### src/rtl/stt_pkg.sv
// package for the station table: sizes, op and event codes, request,
// result and entry types; no dependencies
`default_nettype none
package stt_pkg;

  localparam int ENTRIES = 32;
  localparam int PORTS   = 16;
  localparam int IDX_W   = $clog2(ENTRIES);
  localparam int CNT_W   = $clog2(ENTRIES + 1);

  localparam logic [2:0] OP_CREATE     = 3'd0;
  localparam logic [2:0] OP_UPD_MAC    = 3'd1;
  localparam logic [2:0] OP_UPD_ID     = 3'd2;
  localparam logic [2:0] OP_TICK       = 3'd3;
  localparam logic [2:0] OP_FLUSH_ALL  = 3'd4;
  localparam logic [2:0] OP_FLUSH_PORT = 3'd5;
  localparam logic [2:0] OP_READ_SLOT  = 3'd6;

  localparam logic [2:0] EV_ADD    = 3'd0;
  localparam logic [2:0] EV_DEL    = 3'd1;
  localparam logic [2:0] EV_CHANGE = 3'd2;
  localparam logic [2:0] EV_READ   = 3'd3;
  localparam logic [2:0] EV_FULL   = 3'd4;

  typedef struct packed {
    logic [2:0]  op;
    logic [47:0] mac_addr;
    logic [31:0] ip_addr;
    logic [3:0]  port;
    logic [31:0] rx_add;
    logic [31:0] tx_add;
    logic        alive;
    logic [31:0] entry_id;
    logic [4:0]  slot;
  } in_req_t;

  typedef struct packed {
    logic [2:0]  event_kind;
    logic [47:0] ev_mac;
    logic [31:0] ev_ip;
    logic [3:0]  ev_port;
    logic [31:0] ev_id;
    logic [63:0] rx_total;
    logic [63:0] tx_total;
    logic        slot_valid;
    logic        last;
  } out_res_t;

  typedef struct packed {
    logic        valid;
    logic [47:0] mac;
    logic [31:0] ip;
    logic [3:0]  port;
    logic [31:0] seen;
    logic [63:0] rx;
    logic [63:0] tx;
    logic [31:0] id;
  } entry_t;

  typedef enum logic [1:0] {
    ST_IDLE,
    ST_SCAN,
    ST_APPLY,
    ST_DIRECT
  } state_t;

  typedef struct packed {
    logic mac_hit;
    logic free_hit;
    logic id_hit;
    logic sweep_hit;
  } scan_t;

  typedef struct packed {
    logic        apply;
    logic        at_target;
    logic        replace;
    logic        sub;
    logic        last_flag;
    logic [31:0] next_id;
  } apply_ctrl_t;

  typedef struct packed {
    logic     emit;
    logic     hold;
    out_res_t res;
  } head_out_t;

endpackage
`default_nettype wire

### src/rtl/stt_head.sv
// head of the ring: match flags for the scan pass, entry rewrite and
// event for the apply pass; depends on stt_pkg
`default_nettype none
module stt_head (
  input  wire stt_pkg::entry_t      e,
  input  wire stt_pkg::in_req_t     req,
  input  wire [31:0]                now,
  input  wire [31:0]                ttl,
  input  wire stt_pkg::apply_ctrl_t ctrl,
  output stt_pkg::scan_t            sc,
  output stt_pkg::entry_t           nxt,
  output stt_pkg::head_out_t        ho
);
  import stt_pkg::*;

  always_comb begin
    logic [31:0] age;
    entry_t      fresh;
    age = e.seen + ttl - now;
    fresh.valid = 1'b1;
    fresh.mac   = req.mac_addr;
    fresh.ip    = req.ip_addr;
    fresh.port  = req.port;
    fresh.seen  = now;
    fresh.rx    = '0;
    fresh.tx    = '0;
    fresh.id    = ctrl.next_id;

    sc.mac_hit  = e.valid && (e.mac == req.mac_addr);
    sc.free_hit = !e.valid;
    sc.id_hit   = e.valid && (e.id == req.entry_id);
    case (req.op) inside
      OP_TICK:       sc.sweep_hit = e.valid && age[31];
      OP_FLUSH_ALL:  sc.sweep_hit = e.valid;
      OP_FLUSH_PORT: sc.sweep_hit = e.valid && (e.port == req.port);
      default:       sc.sweep_hit = 1'b0;
    endcase

    nxt     = e;
    ho.emit = 1'b0;
    ho.hold = 1'b0;
    ho.res  = '0;
    if (ctrl.apply) begin
      case (req.op) inside
        OP_CREATE: begin
          if (ctrl.at_target) begin
            nxt = fresh;
            ho.emit = 1'b1;
            if (ctrl.replace && ctrl.sub) begin
              ho.res.event_kind = EV_DEL;
              ho.res.ev_mac     = e.mac;
              ho.res.ev_ip      = e.ip;
              ho.res.ev_port    = e.port;
              ho.res.ev_id      = e.id;
              ho.res.last       = 1'b1;
            end else begin
              ho.hold           = ctrl.replace;
              ho.res.event_kind = EV_ADD;
              ho.res.ev_mac     = req.mac_addr;
              ho.res.ev_ip      = req.ip_addr;
              ho.res.ev_port    = req.port;
              ho.res.ev_id      = ctrl.next_id;
              ho.res.last       = !ctrl.replace;
            end
          end
        end
        OP_UPD_MAC: begin
          if (ctrl.at_target) begin
            if (req.alive) begin
              nxt.seen = now;
            end
            nxt.ip = req.ip_addr;
            nxt.rx = e.rx + 64'(req.rx_add);
            nxt.tx = e.tx + 64'(req.tx_add);
            if (e.ip != req.ip_addr) begin
              ho.emit           = 1'b1;
              ho.res.event_kind = EV_CHANGE;
              ho.res.ev_mac     = e.mac;
              ho.res.ev_ip      = req.ip_addr;
              ho.res.ev_port    = e.port;
              ho.res.ev_id      = e.id;
              ho.res.last       = 1'b1;
            end
          end
        end
        OP_UPD_ID: begin
          if (ctrl.at_target) begin
            nxt.seen = now;
            nxt.rx   = e.rx + 64'(req.rx_add);
            nxt.tx   = e.tx + 64'(req.tx_add);
          end
        end
        OP_TICK, OP_FLUSH_ALL, OP_FLUSH_PORT: begin
          if (sc.sweep_hit) begin
            nxt.valid         = 1'b0;
            ho.emit           = 1'b1;
            ho.res.event_kind = EV_DEL;
            ho.res.ev_mac     = e.mac;
            ho.res.ev_ip      = e.ip;
            ho.res.ev_port    = e.port;
            ho.res.ev_id      = e.id;
            ho.res.last       = ctrl.last_flag;
          end
        end
        OP_READ_SLOT: begin
          if (ctrl.at_target) begin
            ho.emit           = 1'b1;
            ho.res.event_kind = EV_READ;
            ho.res.last       = 1'b1;
            if (e.valid) begin
              ho.res.ev_mac     = e.mac;
              ho.res.ev_ip      = e.ip;
              ho.res.ev_port    = e.port;
              ho.res.ev_id      = e.id;
              ho.res.rx_total   = e.rx;
              ho.res.tx_total   = e.tx;
              ho.res.slot_valid = 1'b1;
            end
          end
        end
        default: begin
        end
      endcase
    end
  end

endmodule
`default_nettype wire

### config.mk
export PLATFORM = sky130hd
export DESIGN_NAME = stt_head
export DESIGN_NICKNAME = d
export VERILOG_FILES = /design/src/rtl/stt_pkg.sv /design/src/rtl/stt_head.sv
export SDC_FILE = /design/constraint.sdc
export NUM_CORES = 1
export LEC_CHECK = 0
export BUFFER_PORTS_ARGS = -buffer_cell sky130_fd_sc_hd__clkbuf_2
export CAP_MARGIN = 20
export CORE_AREA = 2 2 428 430
export DETAILED_ROUTE_END_ITERATION = 10
export DIE_AREA = 0 0 430 432
export MAX_ROUTING_LAYER = met4
export PLACE_DENSITY = 0.3
export SLEW_MARGIN = 15
export SYNTH_ARGS = -nofsm -noshare
export SYNTH_HDL_FRONTEND = slang
export SYNTH_SLANG_ARGS = --single-unit
### constraint.sdc
create_clock -name vclk -period 8.1
set_input_delay 1.62 -clock vclk [all_inputs]
set_output_delay 1.62 -clock vclk [all_outputs]
set_load 0.03 [all_outputs]
==> reports/summary.txt, run 1 <==
Fin crit share -> 93.3%
Core Region -> 182,000 sq um
FF+latch area -> 0 sq um
Most frequent cells after synthesis -> nand2_1, o21ai_0, xnor2_1
Worst path arrival time -> 5940 ps
Syn. warnings -> 0
Via count -> 20,366
Syn Nets -> 2,842
Pwr dens -> 70.6 nW/um^2
Synth top area cells -> nand2_1, ha_1, xnor2_1
F_max -> 0.132 GHz
Hpwl dp -> 124,000 um
Die area -> 186,000 sq um
Area share of the leading cell type in the synthesized netlist -> 12.0%
CP peak stage delay -> 690 ps
Final setup TNS -> 0 ps
Fraction of layout cells with a size suffix above 1 -> 40.1%
Sequential fraction of the synthesis area -> 0%
Initial antenna violation count -> 43
Most numerous cell in the Yosys netlist -> nand2_1
Critical-path top delay cell -> fa_1
Top cell type by total area after synthesis -> nand2_1
Filler cell count -> 21,513
Final Hold Vio Count -> 0
Top Ports -> 1,099
DRC -> 0
Area delta synth->final -> 63.3%
Final slew viol count -> 0
CP Launch Type -> primary input
Total track usage -> 14.3%
Initial Util -> 7.57%
Num sequential -> 0
Dpl cells -> 5,553
Die width -> 430 um
Status -> completed
Final setup viols -> 0
Routability congestion estimate -> 0.921
CLK BUF -> 0
WL per Instance -> 24.6 um
Final hold slack -> 3600 ps
Crit-path max FO -> 17
Layout net count -> 3,867
First-pass GRT wire length -> 179,000 um
Fin area -> 22,500 sq um
Final WS setup -> 544 ps
Setup Fix Bufs, Post-CTS -> 0
Lkg Pwr -> 0.0110 uW
Hold Path Class -> primary input to primary output
# hold bufs at CTS -> 0
Post-Synthesis Cells -> 2,148
Library cells used by synthesis -> 87
Post-Syn Area per Cell -> 6.41 sq um
Vias per std cell -> 3.65
CP Class -> primary input to primary output
RSZ-0062 raised after global routing -> false
Initial DRT Pass Iterations -> 5
Fin cells -> 5,587
Routed Antenna Nets -> 0
Max-Cap Viols -> 0
Vias in the first global route -> 19,551
Setup crit end kind -> primary output
Global route overflow -> 0
Largest net degree at the start of global routing -> 115
Pre-CTS WS -> 412 ps
Site row count -> 157
Maximum vdd drop -> 0.0000243 V
Final critical-path required period -> 7560 ps
Post-Syn Area -> 13,800 sq um
WL final -> 137,000 um
Slew @ Worst Pin -> 1080 ps
Max-slew headroom -> 27.7%
DRT iter0 DRCs -> 1,162
Area taken by multi-input logic gates -> 12,900 sq um
Dpl cell area -> 22,300 sq um
Post-CTS resize count -> 0
Die height -> 432 um
I/O Buffers -> 1,093
Cell Chain, Critical Path -> clkbuf_2, inv_1, fa_1, inv_1, ha_1, a21o_1, a22o_1, a2111oi_2, o21ai_1, a31o_1, mux2i_1, or2_1, a311o_2, buf_12, a22o_1, clkbuf_2
Critical path data required time -> 6480 ps
==> where the power goes <==
| part | leakage, uW | switching [uW] | internal [uW] | total [uW] |
|---|---|---|---|---|
| Sequential | 0 | 0 | 0 | 0 |
| Combinational | 0.0110 | 1070 | 515 | 1590 |
| Clock | 0.000000196 | 0 | 0.000487 | 0.000487 |
| Total | 0.0110 | 1070 | 515 | 1590 |
==> stage by stage <==
| step | total power [uW] | utilization (%) |
|---|---|---|
| after global routing | 1720 | 12.4 |
| after detailed placement | 1610 | 12.3 |
| after floorplan | 862 | - |
| after CTS | 1620 | 12.3 |
| after global placement | 1620 | 12.3 |
| final | 1590 | 12.4 |
==> cells by family after synthesis <==
| kind of cell | Yosys count | synth area share (%) |
|---|---|---|
| xor+xnor | 164 | 10.4 |
| fa+ha+maj | 127 | 13.3 |
| simple gates | 934 | 32.3 |
| mux | 109 | 8.66 |
| buf+inv | 249 | 7.37 |
| compound gates | 564 | 27.9 |
| other cells | 1 | 0.0272 |
==> path summary, 6_finish.rpt <==
check                 startpoint       to  slack, ps  depth (start not counted)
worst max-delay path      e[180]  ho[151]        540                         16
worst min-delay path    ctrl[24]  nxt[24]       3600                          4
==> per-layer routing <==
metal / track usage [%] / vias up / wire length (um)
li1: - / 9785 / -
met2: 24.9 / 699 / 68900
met1: 16.6 / 9821 / 56100
met5: - / - / 0
met3: 3.91 / 61 / 9850
met4: 2.00 / 0 / 2540
==> final cells by class <==
class                      instances  area share [%]
multi-input combinational       1899            57.3
timing repair buffer            1151            27.0
tap                             2385            13.3
inverter                         121            2.02
antenna                           31           0.345
==> placed cells by master, fill, tap and decap left out, types with 50 or more instances in the layout <==
cell type  netlist  layout
clkbuf_2         1    1088
ha_1            95      95
o21ai_0        140     140
nand3_1         68      68
a21oi_1        123     122
mux2_2          81      81
and2_1         122     122
inv_1          120     119
buf_4            1      50
nand4_1         60      60
a22o_1          94      94
xnor2_1        124     124
nand2_1        440     437
nor2_1         105     102
==> worst max-delay path: cells and delay by family <==
kind / cells / cell delay (ps)
compound gates: 7 / 2120
mux: 1 / 180
buf+inv: 5 / 710
simple gates: 1 / 270
fa+ha+maj: 2 / 980
No activity file was read; power rests on OpenSTA's default activity.
==> run 2, diff against run 1 <==
--- a/config.mk
+++ b/config.mk
@@ -5,11 +5,12 @@
 export SDC_FILE = /design/constraint.sdc
 export NUM_CORES = 1
 export LEC_CHECK = 0
+export ABC_AREA = 1
 export BUFFER_PORTS_ARGS = -buffer_cell sky130_fd_sc_hd__clkbuf_2
 export CAP_MARGIN = 20
-export CORE_AREA = 2 2 428 430
+export CORE_AREA = 2 2 425 427
 export DETAILED_ROUTE_END_ITERATION = 10
-export DIE_AREA = 0 0 430 432
+export DIE_AREA = 0 0 427 429
 export MAX_ROUTING_LAYER = met4
 export PLACE_DENSITY = 0.3
 export SLEW_MARGIN = 15
==> run 2 against run 1 <==
  * Synthesized cell count up 86%
  * Worst hold slack improved by 4.8 ps
  * Sequential cell count stayed put
  * Cell count up 31%
  * Clock-buffer cell count is the same
  * Largest cell class unchanged
  * Highest routed layer unchanged
==> reports/summary.txt, run 2 <==
Status -> completed
WL final -> 189,000 um (+38%)
Stages on the worst setup path -> 23 (+7)
WL per Instance -> 25.8 um (+4.8%)
Final setup TNS -> 0 ps (unchanged)
Max-slew headroom -> 34.5% (+6.8 points)
Detail Route met3 WL -> 11,200 um (+14%)
Syn Nets -> 4,690 (+65%)
Routed Antenna Nets -> 0 (unchanged)
Global route overflow -> 0 (unchanged)
Via count -> 31,524 (+55%)
Final setup viols -> 0 (unchanged)
Routability congestion estimate -> 0.968 (+5.1%)
Top cell by count, worst path -> nand2_1
Max-Cap Viols -> 0 (unchanged)
Initial Util -> 10.9% (+3.3 points)
First-pass GRT wire length -> 252,000 um (+41%)
Largest net degree at the start of global routing -> 133 (+16%)
DRC -> 0 (unchanged)
Net Sw Power -> 1400 uW (+31%)
Site row count -> 155 (-1.3%)
I/O Buffers -> 1,093 (unchanged)
Sw Share -> 72.4% (+4.9 points)
Logic pwr share -> 100.0% (about the same)
Initial antenna violation count -> 71 (+65%)
Critical path data required time -> 6480 ps (about the same)
Die width -> 427 um (-0.70%)
Top cell type by total area after synthesis -> nand2_1
Maximum vdd drop -> 0.0000225 V (-7.5%)
CP Buf/Inv Count -> 7 (+2)
Cell family with most CP delay -> buffers and inverters
Max layer used -> met4
Syn. warnings -> 0 (unchanged)
Fraction of layout cells with a size suffix above 1 -> 24.4% (-16 points)
Setup crit end kind -> primary output
Die height -> 429 um (-0.69%)
Wire length on met2 -> 93,400 um (+36%)
Worst path arrival time -> 5420 ps (-520 ps)
CP Launch Type -> primary input
Num sequential -> 0 (unchanged)
Core Util, Final -> 15.5% (+3.1 points)
Pint -> 535 uW (+3.8%)
Post-Syn Area per Cell -> 4.85 sq um (-24%)
Setup Fix Bufs, Post-CTS -> 0 (unchanged)
Vias per std cell -> 4.30 (+18%)
Area delta synth->final -> 42.5%
Area share of the leading cell type in the synthesized netlist -> 18.9% (+6.9 points)
Min-delay src -> e[159]
Synth top area cells -> nand2_1, o21ai_0, inv_1
Post-Synthesis Cells -> 3,996 (+86%)
DRT iter0 DRCs -> 2,557 (+120%)
DRT met1 WL -> 81,000 um (+44%)
Flop pwr share -> 0% (unchanged)
RSZ-0062 raised after global routing -> false
Library cells used by synthesis -> 52 (-40%)
CP Class -> primary input to primary output
Slew @ Worst Pin -> 979 ps (-106 ps)
Total track usage -> 20.0% (+5.7 points)
Hold path depth -> 4 (unchanged)
Post-Syn Area -> 19,400 sq um (+41%)
Fin crit share -> 86.9% (-6.4 points)
F_max -> 0.142 GHz (+7.3%)
Hpwl dp -> 162,000 um (+31%)
Most frequent cells in the layout -> clkbuf_2, nand2_1, inv_1, o21ai_0, nor2_1
CLK BUF -> 0 (unchanged)
Hold Path Class -> primary input to primary output
FF+latch area -> 0 sq um (unchanged)
Final slew viol count -> 0 (unchanged)
Critical-path top delay cell -> fa_1
Crit-path max FO -> 38 (+21)
Final Hold Vio Count -> 0 (unchanged)
Clock power frac -> 0% (unchanged)
Final critical-path required period -> 7040 ps (-517 ps)
Most frequent cells after synthesis -> nand2_1, inv_1, o21ai_0
Layout net count -> 5,625 (+45%)
CP peak stage delay -> 540 ps (-150 ps)
Die area -> 183,000 sq um (-1.4%)
# hold bufs at CTS -> 0 (unchanged)
Most numerous cell in the Yosys netlist -> nand2_1
Most common cell after layout, fill and taps aside -> clkbuf_2
Vias in the first global route -> 29,727 (+52%)
Sequential fraction of the synthesis area -> 0% (unchanged)
Top Ports -> 1,099 (unchanged)
Lkg Pwr -> 0.0150 uW (+36%)
Post-CTS resize count -> 0 (unchanged)
Cell Chain, Critical Path -> clkbuf_2, inv_1, fa_1, inv_1, ha_1, nand2_1, nor2_1, nor3b_1, nand2_1, nand2_1, nand2_1, nand2_1, nand2_1, nand3_1, nand2_1, nand2_2, buf_4, buf_4, nand3_1, nand3_1, nand2_1, inv_1, clkbuf_2
Pwr dens -> 70.2 nW/um^2 (-0.60%)
Initial DRT Pass Iterations -> 5 (unchanged)
Core Region -> 178,000 sq um (-2.0%)
Crit path from -> e[174]
Worst Hold End -> ho[129]
run 2: cell types whose count changed in the layout (fill, tap and decap cells not counted), sizes merged, moves of 99 or more:
cell   before  now
a21oi     127  226
and2      122    1
inv       119  658
nand2     440  977
nand3      68  340
nor2      106  410
o21ai     147  598
xnor2     124   21
run 2: cell type report:
| class | instances | area [sq um] |
|---|---|---|
| fill | 21390 | 150000 |
| multi-input combinational | 3127 | 16100 |
| timing repair buffer | 1142 | 6000 |
| tap | 2355 | 2950 |
| inverter | 660 | 2490 |
| antenna | 46 | 115 |
run 2: how the worst max path moves through the flow:
stage | slack [ps] | end
after detailed placement | 900 | nxt[98]
after CTS | 910 | nxt[98]
after global routing | 780 | ho[200]
final | 1060 | ho[157]
after floorplan | 2190 | ho[188]
after global placement | 930 | nxt[98]
run 2: power groups by stage:
stage / logic (uW) / registers, uW / clock network, uW
finish: 1940 / 0 / 0.000615
floorplan: 1080 / 0 / 0
global route: 2100 / 0 / 0.000667
detailed placement: 1940 / 0 / 0
CTS: 1950 / 0 / 0
global placement: 1940 / 0 / 0
run 2: cells by family after synthesis:
| logic type | share of synthesized area, % |
|---|---|
| simple gates | 41.3 |
| fa+ha+maj | 9.44 |
| xor+xnor | 2.26 |
| other cells | 0.0194 |
| buf+inv | 17.3 |
| compound gates | 29.7 |
run 2: through the flow:
step | hold slack, ps | std cells | worst slack [ps] | area [sq um] | total power [uW]
after floorplan | 3370 | 3996 | 2190 | 19400 | 1080
after global placement | 3600 | 7284 | 929 | 27500 | 1940
after detailed placement | 3600 | 7284 | 904 | 27500 | 1940
after CTS | 3600 | 7284 | 908 | 27500 | 1950
after global routing | 3610 | 7324 | 776 | 27600 | 2100
final | 3600 | 7330 | 1060 | 27600 | 1940
run 2: per-layer routing:
metal	vias to the layer above	global-route usage (%)
li1	15017	-
met3	113	3.04
met1	15192	24.7
met2	1202	34.6
met5	-	-
met4	0	3.30
