===== src/rtl/stt_pkg.sv =====
// package for the station table: sizes, op and event codes, request,
// result and entry types; no dependencies
`default_nettype none
package stt_pkg;

  localparam int ENTRIES = 32;
  localparam int PORTS   = 16;
  localparam int IDX_W   = $clog2(ENTRIES);
  localparam int CNT_W   = $clog2(ENTRIES + 1);

  localparam logic [2:0] OP_CREATE     = 3'd0;
  localparam logic [2:0] OP_UPD_MAC    = 3'd1;
  localparam logic [2:0] OP_UPD_ID     = 3'd2;
  localparam logic [2:0] OP_TICK       = 3'd3;
  localparam logic [2:0] OP_FLUSH_ALL  = 3'd4;
  localparam logic [2:0] OP_FLUSH_PORT = 3'd5;
  localparam logic [2:0] OP_READ_SLOT  = 3'd6;

  localparam logic [2:0] EV_ADD    = 3'd0;
  localparam logic [2:0] EV_DEL    = 3'd1;
  localparam logic [2:0] EV_CHANGE = 3'd2;
  localparam logic [2:0] EV_READ   = 3'd3;
  localparam logic [2:0] EV_FULL   = 3'd4;

  typedef struct packed {
    logic [2:0]  op;
    logic [47:0] mac_addr;
    logic [31:0] ip_addr;
    logic [3:0]  port;
    logic [31:0] rx_add;
    logic [31:0] tx_add;
    logic        alive;
    logic [31:0] entry_id;
    logic [4:0]  slot;
  } in_req_t;

  typedef struct packed {
    logic [2:0]  event_kind;
    logic [47:0] ev_mac;
    logic [31:0] ev_ip;
    logic [3:0]  ev_port;
    logic [31:0] ev_id;
    logic [63:0] rx_total;
    logic [63:0] tx_total;
    logic        slot_valid;
    logic        last;
  } out_res_t;

  typedef struct packed {
    logic        valid;
    logic [47:0] mac;
    logic [31:0] ip;
    logic [3:0]  port;
    logic [31:0] seen;
    logic [63:0] rx;
    logic [63:0] tx;
    logic [31:0] id;
  } entry_t;

  typedef enum logic [1:0] {
    ST_IDLE,
    ST_SCAN,
    ST_APPLY,
    ST_DIRECT
  } state_t;

  typedef struct packed {
    logic mac_hit;
    logic free_hit;
    logic id_hit;
    logic sweep_hit;
  } scan_t;

  typedef struct packed {
    logic        apply;
    logic        at_target;
    logic        replace;
    logic        sub;
    logic        last_flag;
    logic [31:0] next_id;
  } apply_ctrl_t;

  typedef struct packed {
    logic     emit;
    logic     hold;
    out_res_t res;
  } head_out_t;

endpackage
`default_nettype wire


===== src/rtl/stt_cell.sv =====
// one cell of the rotating entry ring: holds a single table entry
// depends on stt_pkg
`default_nettype none
module stt_cell (
  input  wire             clk,
  input  wire             rst_n,
  input  wire             shift_en,
  input  wire stt_pkg::entry_t d,
  output stt_pkg::entry_t q
);
  import stt_pkg::*;

  entry_t entry_r;
  entry_t entry_nxt;

  always_comb begin
    entry_nxt = shift_en ? d : entry_r;
  end

  always_ff @(posedge clk) begin
    if (!rst_n) begin
      entry_r.valid <= 1'b0;
    end else begin
      entry_r.valid <= entry_nxt.valid;
    end
    entry_r.mac  <= entry_nxt.mac;
    entry_r.ip   <= entry_nxt.ip;
    entry_r.port <= entry_nxt.port;
    entry_r.seen <= entry_nxt.seen;
    entry_r.rx   <= entry_nxt.rx;
    entry_r.tx   <= entry_nxt.tx;
    entry_r.id   <= entry_nxt.id;
  end

  assign q = entry_r;

endmodule
`default_nettype wire


===== config.mk =====
export PLATFORM = sky130hd
export DESIGN_NAME = stt_cell
export DESIGN_NICKNAME = d
export VERILOG_FILES = /design/src/rtl/stt_pkg.sv /design/src/rtl/stt_cell.sv
export SDC_FILE = /design/constraint.sdc
export NUM_CORES = 1
export LEC_CHECK = 0
export BUFFER_PORTS_ARGS = -buffer_cell sky130_fd_sc_hd__buf_2
export CORE_AREA = 2 2 218 220
export CTS_BUF_LIST = sky130_fd_sc_hd__clkbuf_4 sky130_fd_sc_hd__clkbuf_8
export CTS_CLUSTER_SIZE = 20
export DETAILED_ROUTE_END_ITERATION = 10
export DIE_AREA = 0 0 220 222
export PLACE_DENSITY = 0.44
export SYNTH_ARGS = -nofsm -noshare
export SYNTH_HDL_FRONTEND = slang
export SYNTH_SLANG_ARGS = --single-unit

===== constraint.sdc =====
create_clock -name clk -period 0.8 [get_ports clk]
set_input_delay 0.16 -clock clk [delete_from_list [all_inputs] [get_ports clk]]
set_output_delay 0.16 -clock clk [all_outputs]
set_load 0.03 [all_outputs]

==> results of run 1 <==
[synth_stat cells (all sizes together)]
cell type,n
dfxtp,1
nor2b,1
edfxtp,276
mux2i,1
[power by group through the flow]
stage	sequential, W	clock, W	combinational [W]
after CTS	0.0179	0.0125	0.00711
after floorplan	0.0202	0	0.00000495
after global routing	0.0180	0.0131	0.00741
after detailed placement	0.0178	0	0.00472
after global placement	0.0178	0	0.00472
final	0.0178	0.0120	0.00710
[final timing paths]
check                           slack [ns]      to     start  cells after the start
worst min-delay path                  0.03  q[233]  shift_en                      2
worst max-delay path                 -0.53   q[93]     q[93]                      1
worst min register to register        0.53  q[276]    q[276]                      2
worst max register to register        0.19  q[276]    q[276]                      2
[through the flow]
stage	power, W	setup slack (ns)	instances	TNS, ns
5_1_grt	0.03845	-0.6034	1835	-152.81
3_5_place_dp	0.02256	-0.2270	1472	-40.64
4_1_cts	0.03749	-0.6252	1835	-175.83
6_report	0.03697	-0.5294	1836	-131.90
2_1_floorplan	0.02022	0.04852	279	0
3_3_place_gp	0.02256	-0.2205	1472	-38.77
[metal layers]
layer,vias to the layer above,wire [microns]
li1,2988,-
met1,2981,10140
met2,333,15400
met3,89,2925
met4,8,1190
met5,-,55
[cells in the final DEF (no fill, tap or decap)]
| master | instances |
|---|---|
| dlygate4sd3_1 | 278 |
| buf_2 | 278 |
| buf_6 | 277 |
| edfxtp_1 | 276 |
| clkbuf_8 | 49 |
| buf_4 | 23 |
| clkbuf_4 | 18 |
| clkinv_1 | 9 |
| buf_12 | 7 |
| clkinv_2 | 5 |
| diode_2 | 2 |
| mux2i_1 | 1 |
| nor2b_1 | 1 |
| clkinvlp_4 | 1 |
| clkinv_4 | 1 |
| dlymetal6s4s_1 | 1 |
| buf_8 | 1 |
| dfxtp_2 | 1 |
[layout make-up]
| class | count | area (sq um) |
|---|---|---|
| clock buffers | 67 | 809.5 |
| clock inverters | 16 | 75.07 |
| fillers | 4202 | 28650 |
| well taps | 607 | 759.5 |
| repair buffers | 865 | 7634 |
| flip-flops and latches | 277 | 8309 |
| multi-input cells | 2 | 16.27 |
| diodes | 2 | 5.005 |
[logic make-up (layout without fill, tap and decap cells)]
logic type             Yosys count  in the layout  share of synthesized area [%]
flip-flops                     277            277                          99.80
buffers and inverters            0            948                              0
AND/OR/NAND/NOR                  1              1                        0.07520
other                            0              2                              0
multiplexers                     1              1                         0.1203
[timing repair]
item	CTS	global route
setup endpoints to repair	277	378
endpoints found under the hold margin	300	0
hold buffers	280	0
gates resized for setup	555	1
==> results.yml, run 1 <==
status:
  run_status: "finished with violations"
  violations: "setup timing"
synth:
  postSynthCellCount: 279
  synth.area.top_cells: "edfxtp_1, dfxtp_1, mux2i_1"
  synth_top_area_share_pct: 99.56
  yosysWarnings: 0
  ys_seq_area_share_pct: 99.80
  synth_area_sq_um: 8324
  synthesis.nets: 559
  syn_avg_cell_area_sq_um: 29.84
  synth_top_area_cell: "edfxtp_1"
  yosys.cell_types.count: 4
  ys_seq_elements: 277
worst_setup_path:
  cp_num_buf_inv: 1
  worstPathCellList: "buf_6"
  cpMaxStageDelayCell: "edfxtp_1"
  start_kind: "flip-flop"
  crit_path_end_kind: "primary output"
  worstPathRequired_ns: 0.64
  critical-path-top-delay-family: "flip-flops"
  path_max_fanout: 1
  cp.arrival_ns: 1.17
  critical_path.max_stage_delay_ns: 0.42
  crit_type: "flip-flop to primary output"
global_routing:
  track_usage_pct: 11.73
  antenna_found_initial: 6
  use_met3_pct: 4.733
  overflow: 0
  met2_usage_pct: 21.07
  met1_usage_pct: 11.46
  grt_busiest_layer: "met2"
  grt_pass1_wl_mm: 42.37
  grt_pass1_vias: 7396
  grt_max_degree: 31
power:
  power_frac_seq_pct: 48.3
  power_density_nw_per_um2: 2099
  pwr-share-comb_pct: 19.2
  switchingPower_w: 0.009685
  clkPwrFrac_pct: 32.5
  swShare_pct: 26.20
  total_leakage_power_nw: 7.318
  ir_drop_v: 0.001705
  p_int_w: 0.02728
sta:
  skew_ns: 0
  rsz0062_at_grt: "true"
  maxSlewViolCount: 0
  max_slew_margin_pct: 80.51
  finalCritPeriodShare_pct: 166.2
  hold_viol_final: 0
  worst_slack_ns: -0.5294
  setup_viol: 277
  fin_crit_ns: 1.329
  worstMarginPinSlew_ns: 0.2923
  clock.fmax_ghz: 0.7522
  timing.hold.ws_ns: 0.02963
layout:
  post-route-util_pct: 38.06
  design_area_sq_um: 17610
  drive_above_1_share_pct: 53.87
  area_growth_pct: 111.5
  largest_register_ff_count: 277
  finalNetCount: 1472
cts:
  path_clk_slew_ns: 0.06
  ctsLongestPathBuffers: 3
  numCtsBuffers: 46
  cts_root_buffer: "clkbuf_8"
  clk_latency_ns: 0.58
  cts_htree_levels: 2
  cts_tree: "built"
  clock-sinks: 277
  post-cts-setup-buffer-count: 0
flow_run:
  drv_cap: 0
drt:
  ant_nets: 0
  drt_iter0_markers: 163
  routed_wl_mm: 29.71
  route.detailed.drc: 0
  viasPerCell: 3.485
  firstDrtPassIters: 4
  wl_per_cell_microns: 16.18
  vias: 6399
die:
  row_count: 79
  fp.dieW_microns: 220
  die_h_microns: 222
  start_util_pct: 17.99
  core_area_sq_um: 46260
  die-area_sq_um: 48840
  ios: 557
placement:
  io_buffers: 556
  place.gp.congestion: 0.7816
  placed_area_sq_um: 12190
  dp_hpwl_mm: 20.11
min_path:
  hold_class: "input pin to flip-flop"
(Power assumes the default switching activity.)
==> inputs of run 2 (changes only) <==
- HOLD_SLACK_MARGIN: not set -> 0.1
- SKIP_LAST_GASP: not set -> 1
==> run 2 against run 1 <==
The flow still finishes with violations (setup timing). Combinational power hardly changed. Power about the same. Maximum frequency about the same. Final area is essentially flat. Final cell count about the same. Via count down 0.13%. Sequential cell count did not move. Clock skew unchanged. Sequential power about the same. Wire length down 0.41%. Core utilization is essentially flat. Critical endpoint unchanged.
==> results.yml, run 2 (synthesis gave the netlist of run 1 again) <==
sta:
  max_slew_margin_pct: 82.54
  clock.fmax_ghz: 0.7523
  worst_slack_ns: -0.5292
  finalCritPeriodShare_pct: 166.2
  worstMarginPinSlew_ns: 0.2619
  maxSlewViolCount: 0
  setup_viol: 277
  fin_crit_ns: 1.329
  hold_viol_final: 0
  setup_tns_ns: -131.91
  rsz0062_at_grt: "true"
  skew_ns: 0
global_routing:
  track_usage_pct: 11.63
  antenna_found_initial: 6
  grt_pass1_vias: 7384
  grt_pass1_wl_mm: 42.11
  overflow: 0
  grt_max_degree: 31
layout:
  area_growth_pct: 111.4
  drive_above_1_share_pct: 53.92
  post-route-util_pct: 38.04
  fillers: 4204
  finalNetCount: 1471
  layout_common_cells: "dlygate4sd3_1, buf_2, buf_6"
  largest_register_ff_count: 277
  stdcell_count: 1835
drt:
  vias: 6391
  firstDrtPassIters: 4
  drt_iter0_markers: 146
  ant_nets: 0
  wl_per_cell_microns: 16.12
  routed_wl_mm: 29.58
  route.detailed.drc: 0
  viasPerCell: 3.483
worst_setup_path:
  cpMaxStageDelayCell: "edfxtp_1"
  critical_path.max_stage_delay_ns: 0.42
  critical-path-top-delay-family: "flip-flops"
  crit_type: "flip-flop to primary output"
  crit_path_end_kind: "primary output"
  cp_num_buf_inv: 1
  cp.arrival_ns: 1.17
  worstPathCellList: "buf_6"
  path_max_fanout: 1
  worstPathRequired_ns: 0.64
  start_kind: "flip-flop"
cts:
  path_clk_slew_ns: 0.06
  cts_hold_buf: 278
  clk_latency_ns: 0.58
  numCtsBuffers: 46
  cts_tree: "built"
  cts_root_buffer: "clkbuf_8"
  ctsLongestPathBuffers: 3
  cts_htree_levels: 2
  post-cts-setup-buffer-count: 0
  clock-sinks: 277
die:
  ios: 557
  start_util_pct: 17.99
  die_h_microns: 222
  row_count: 79
  core_area_sq_um: 46260
  fp.dieW_microns: 220
  die-area_sq_um: 48840
placement:
  place.gp.congestion: 0.7816
  dp.cells: 1472
  io_buffers: 556
  dp_hpwl_mm: 20.11
min_path:
  hold_class: "input pin to flip-flop"
power:
  ir_drop_v: 0.001705
  power_density_nw_per_um2: 2101
  total_power_w: 0.03697
  total_leakage_power_nw: 7.305
status:
  run_status: "finished with violations"
  violations: "setup timing"
flow_run:
  drv_cap: 0
## run 2: cell types whose count changed in the layout (fill, tap and decap cells not counted)
| cell | delta |
|---|---|
| dlymetal6s4s_1 | -1 |
## run 2: cell type report
cell class / instances / area [sq um] / share of cell area (%)
Antenna cell: 2 / 5.005 / 0.02844
Multi-Input combinational cell: 2 / 16.27 / 0.09244
Timing Repair Buffer: 864 / 7621 / 43.31
Clock buffer: 67 / 809.5 / 4.601
Tap cell: 607 / 759.5 / 4.316
Sequential cell: 277 / 8309 / 47.22
Clock inverter: 16 / 75.07 / 0.4267
## run 2: path summary, 6_finish.rpt
| path | from | endpoint | slack (ns) | cells past startpoint |
|---|---|---|---|---|
| worst min register to register | q[276] | q[276] | 0.53 | 2 |
| worst min-delay path | shift_en | q[69] | 0.04 | 2 |
| worst max-delay path | q[93] | q[93] | -0.53 | 1 |
| worst max register to register | q[276] | q[276] | 0.19 | 2 |
## run 2: metal layers
metal,routed length (microns),part of all wire [%],vias to the layer above,track usage [%]
li1,-,-,2987,-
met1,10090,34,2975,11.35
met2,15290,52,333,20.86
met3,2956,10,88,4.733
met4,1189,4.0,8,5.997
met5,55,0.19,-,0
## run 2: metrics by stage
stage | cell area [sq um] | setup slack [ns] | hold slack, ns
floorplan | 8324 | 0.04852 | 0.2589
global placement | 12190 | -0.2205 | 0.3368
detailed placement | 12190 | -0.2270 | 0.3381
CTS | 17590 | -0.6252 | -0.02128
global route | 17590 | -0.6034 | 0.002019
finish | 17600 | -0.5292 | 0.03897
## run 2: timing repair
item	in CTS	in global routing
hold endpoints to repair	356	76
setup endpoints to repair	277	277
resized for setup	555	0
## run 2: power by group
group	internal [W]	switching (W)	leakage (nW)	total, W
Combinational	0.00350	0.00359	4.12	0.00709
Sequential	0.0173	0.000559	2.71	0.0178
Clock	0.00649	0.00554	0.473	0.0120
==> inputs of run 3 (changes only) <==
- CORE_AREA: 2 2 218 220 -> 2 2 214 216
- DIE_AREA: 0 0 220 222 -> 0 0 216 218
- GPL_TIMING_DRIVEN: not set -> 0
- clock period: 0.8 -> 1.35 ns (I/O delays scaled with it)
==> run 3 against run 2 <==
The run still ends with setup timing left. Combinational power decreased by 42%. Via count up 0.38%. Highest routed layer unchanged. Power fell by 38%. Final area fell by 0.60%. Sequential share of layout area increased by 0.29 points. Setup slack gained 0.42 ns. Count of clock-buffer cells in the layout up 2. Core utilization grew 0.92 points. First-iteration DRC count increased by 57%.
==> results.yml, run 3 (synthesis gave the netlist of run 1 again) <==
status:
  run_status: "finished with violations"
  violations: "setup timing"
global_routing:
  overflow: 0
  grt_pass1_vias: 7297
  grt_max_degree: 99
  track_usage_pct: 11.64
  antenna_found_initial: 3
  grt_pass1_wl_mm: 41.57
drt:
  firstDrtPassIters: 5
  routed_wl_mm: 28.72
  ant_nets: 0
  route.detailed.drc: 0
  drt_iter0_markers: 229
  viasPerCell: 3.546
  vias: 6415
  wl_per_cell_microns: 15.88
worst_setup_path:
  cpMaxStageDelayCell: "edfxtp_1"
  crit_path_end_kind: "primary output"
  rr_worst_depth: 3
  critical-path-top-delay-family: "flip-flops"
  start_kind: "flip-flop"
  path_max_fanout: 1
  cp.arrival_ns: 1.19
  critical_path.max_stage_delay_ns: 0.44
  crit_cells: 1
  crit_type: "flip-flop to primary output"
  worstPathCellList: "buf_6"
  cp_num_buf_inv: 1
  worstPathRequired_ns: 1.08
sta:
  rsz0062_at_grt: "true"
  setup_viol: 276
  fin_crit_ns: 1.462
  maxSlewViolCount: 0
  worst_slack_ns: -0.1118
  skew_ns: 0
  hold_viol_final: 0
  finalCritPeriodShare_pct: 108.3
  clock.fmax_ghz: 0.6841
  worstMarginPinSlew_ns: 0.7308
  max_slew_margin_pct: 51.28
die:
  ios: 557
  start_util_pct: 18.54
  core_area_sq_um: 44890
  die_h_microns: 218
  row_count: 78
  die-area_sq_um: 47090
  fp.dieW_microns: 216
flow_run:
  drv_cap: 0
power:
  total_leakage_power_nw: 7.227
  ir_drop_v: 0.0009655
  total_power_w: 0.02291
  power_density_nw_per_um2: 1310
cts:
  clock-sinks: 277
  ctsLongestPathBuffers: 3
  cts_root_buffer: "clkbuf_8"
  numCtsBuffers: 49
  cts_tree: "built"
  path_clk_slew_ns: 0.06
  cts_htree_levels: 2
  clk_latency_ns: 0.57
layout:
  post-route-util_pct: 38.96
  design_area_sq_um: 17490
  layout_common_cells: "dlygate4sd3_1, buf_2, buf_6"
  drive_above_1_share_pct: 52.94
  largest_register_ff_count: 277
  area_growth_pct: 110.1
  finalNetCount: 1447
placement:
  place.gp.congestion: 0.7703
  placed_area_sq_um: 11920
  dp_hpwl_mm: 18.21
  io_buffers: 556
min_path:
  hold_class: "input pin to flip-flop"
  holdPathStages: 1
[run 3: cell count changes in the layout (fill, tap and decap cells not counted)]
| cell | delta |
|---|---|
| buf_12 | -7 |
| buf_16 | +2 |
| buf_4 | -22 |
| bufinv_16 | +4 |
| clkbuf_8 | +2 |
| clkinv_1 | +3 |
| clkinv_2 | -1 |
| clkinv_4 | -1 |
| clkinvlp_4 | +1 |
[run 3: timing repair]
action | CTS | global route
hold buffers | 278 | 0
setup buffers | 0 | 1
resized for setup | 555 | 0
hold endpoints to repair | 277 | 0
cloned | 0 | 0
setup endpoints to repair | 277 | 277
[run 3: worst paths after layout]
| path | from | to | slack, ns |
|---|---|---|---|
| setup reg to reg | q[276] | q[276] | 0.60 |
| hold / removal | shift_en | q[111] | 0.20 |
| hold reg to reg | q[276] | q[276] | 0.67 |
| setup / recovery | q[34] | q[34] | -0.11 |
[run 3: metal layers]
| layer | global-route usage [%] | up-vias | routed length [microns] |
|---|---|---|---|
| li1 | - | 2938 | - |
| met1 | 11.79 | 3066 | 9972 |
| met2 | 20.93 | 345 | 15180 |
| met3 | 4.491 | 64 | 2623 |
| met4 | 5.731 | 2 | 927 |
| met5 | 0 | - | 13 |
[run 3: report_power, final]
part           total, W  switching, W  internal [W]
registers        0.0106      0.000328        0.0103
clock network   0.00822       0.00346       0.00476
logic           0.00411       0.00209       0.00201
total            0.0229       0.00588        0.0170
[run 3: through the flow]
step	setup TNS [ns]	setup WS [ns]	hold WS [ns]	cells
floorplan	0	0.5844	0.3689	279
global placement	-1120.30	-4.149	0.4464	1435
detailed placement	-73.05	-0.4484	0.4481	1437
CTS	-35.16	-0.2339	0.1475	1806
global route	-34.36	-0.2096	0.1953	1809
finish	-11.18	-0.1118	0.2045	1809
[run 3: final cells by class]
| class | instances | area, sq um |
|---|---|---|
| multi-input cells | 2 | 16.27 |
| fillers | 4097 | 27400 |
| clock buffers | 69 | 837.1 |
| well taps | 600 | 750.7 |
| clock inverters | 22 | 200.2 |
| diodes | 2 | 5.005 |
| repair buffers | 837 | 7371 |
| flip-flops and latches | 277 | 8309 |
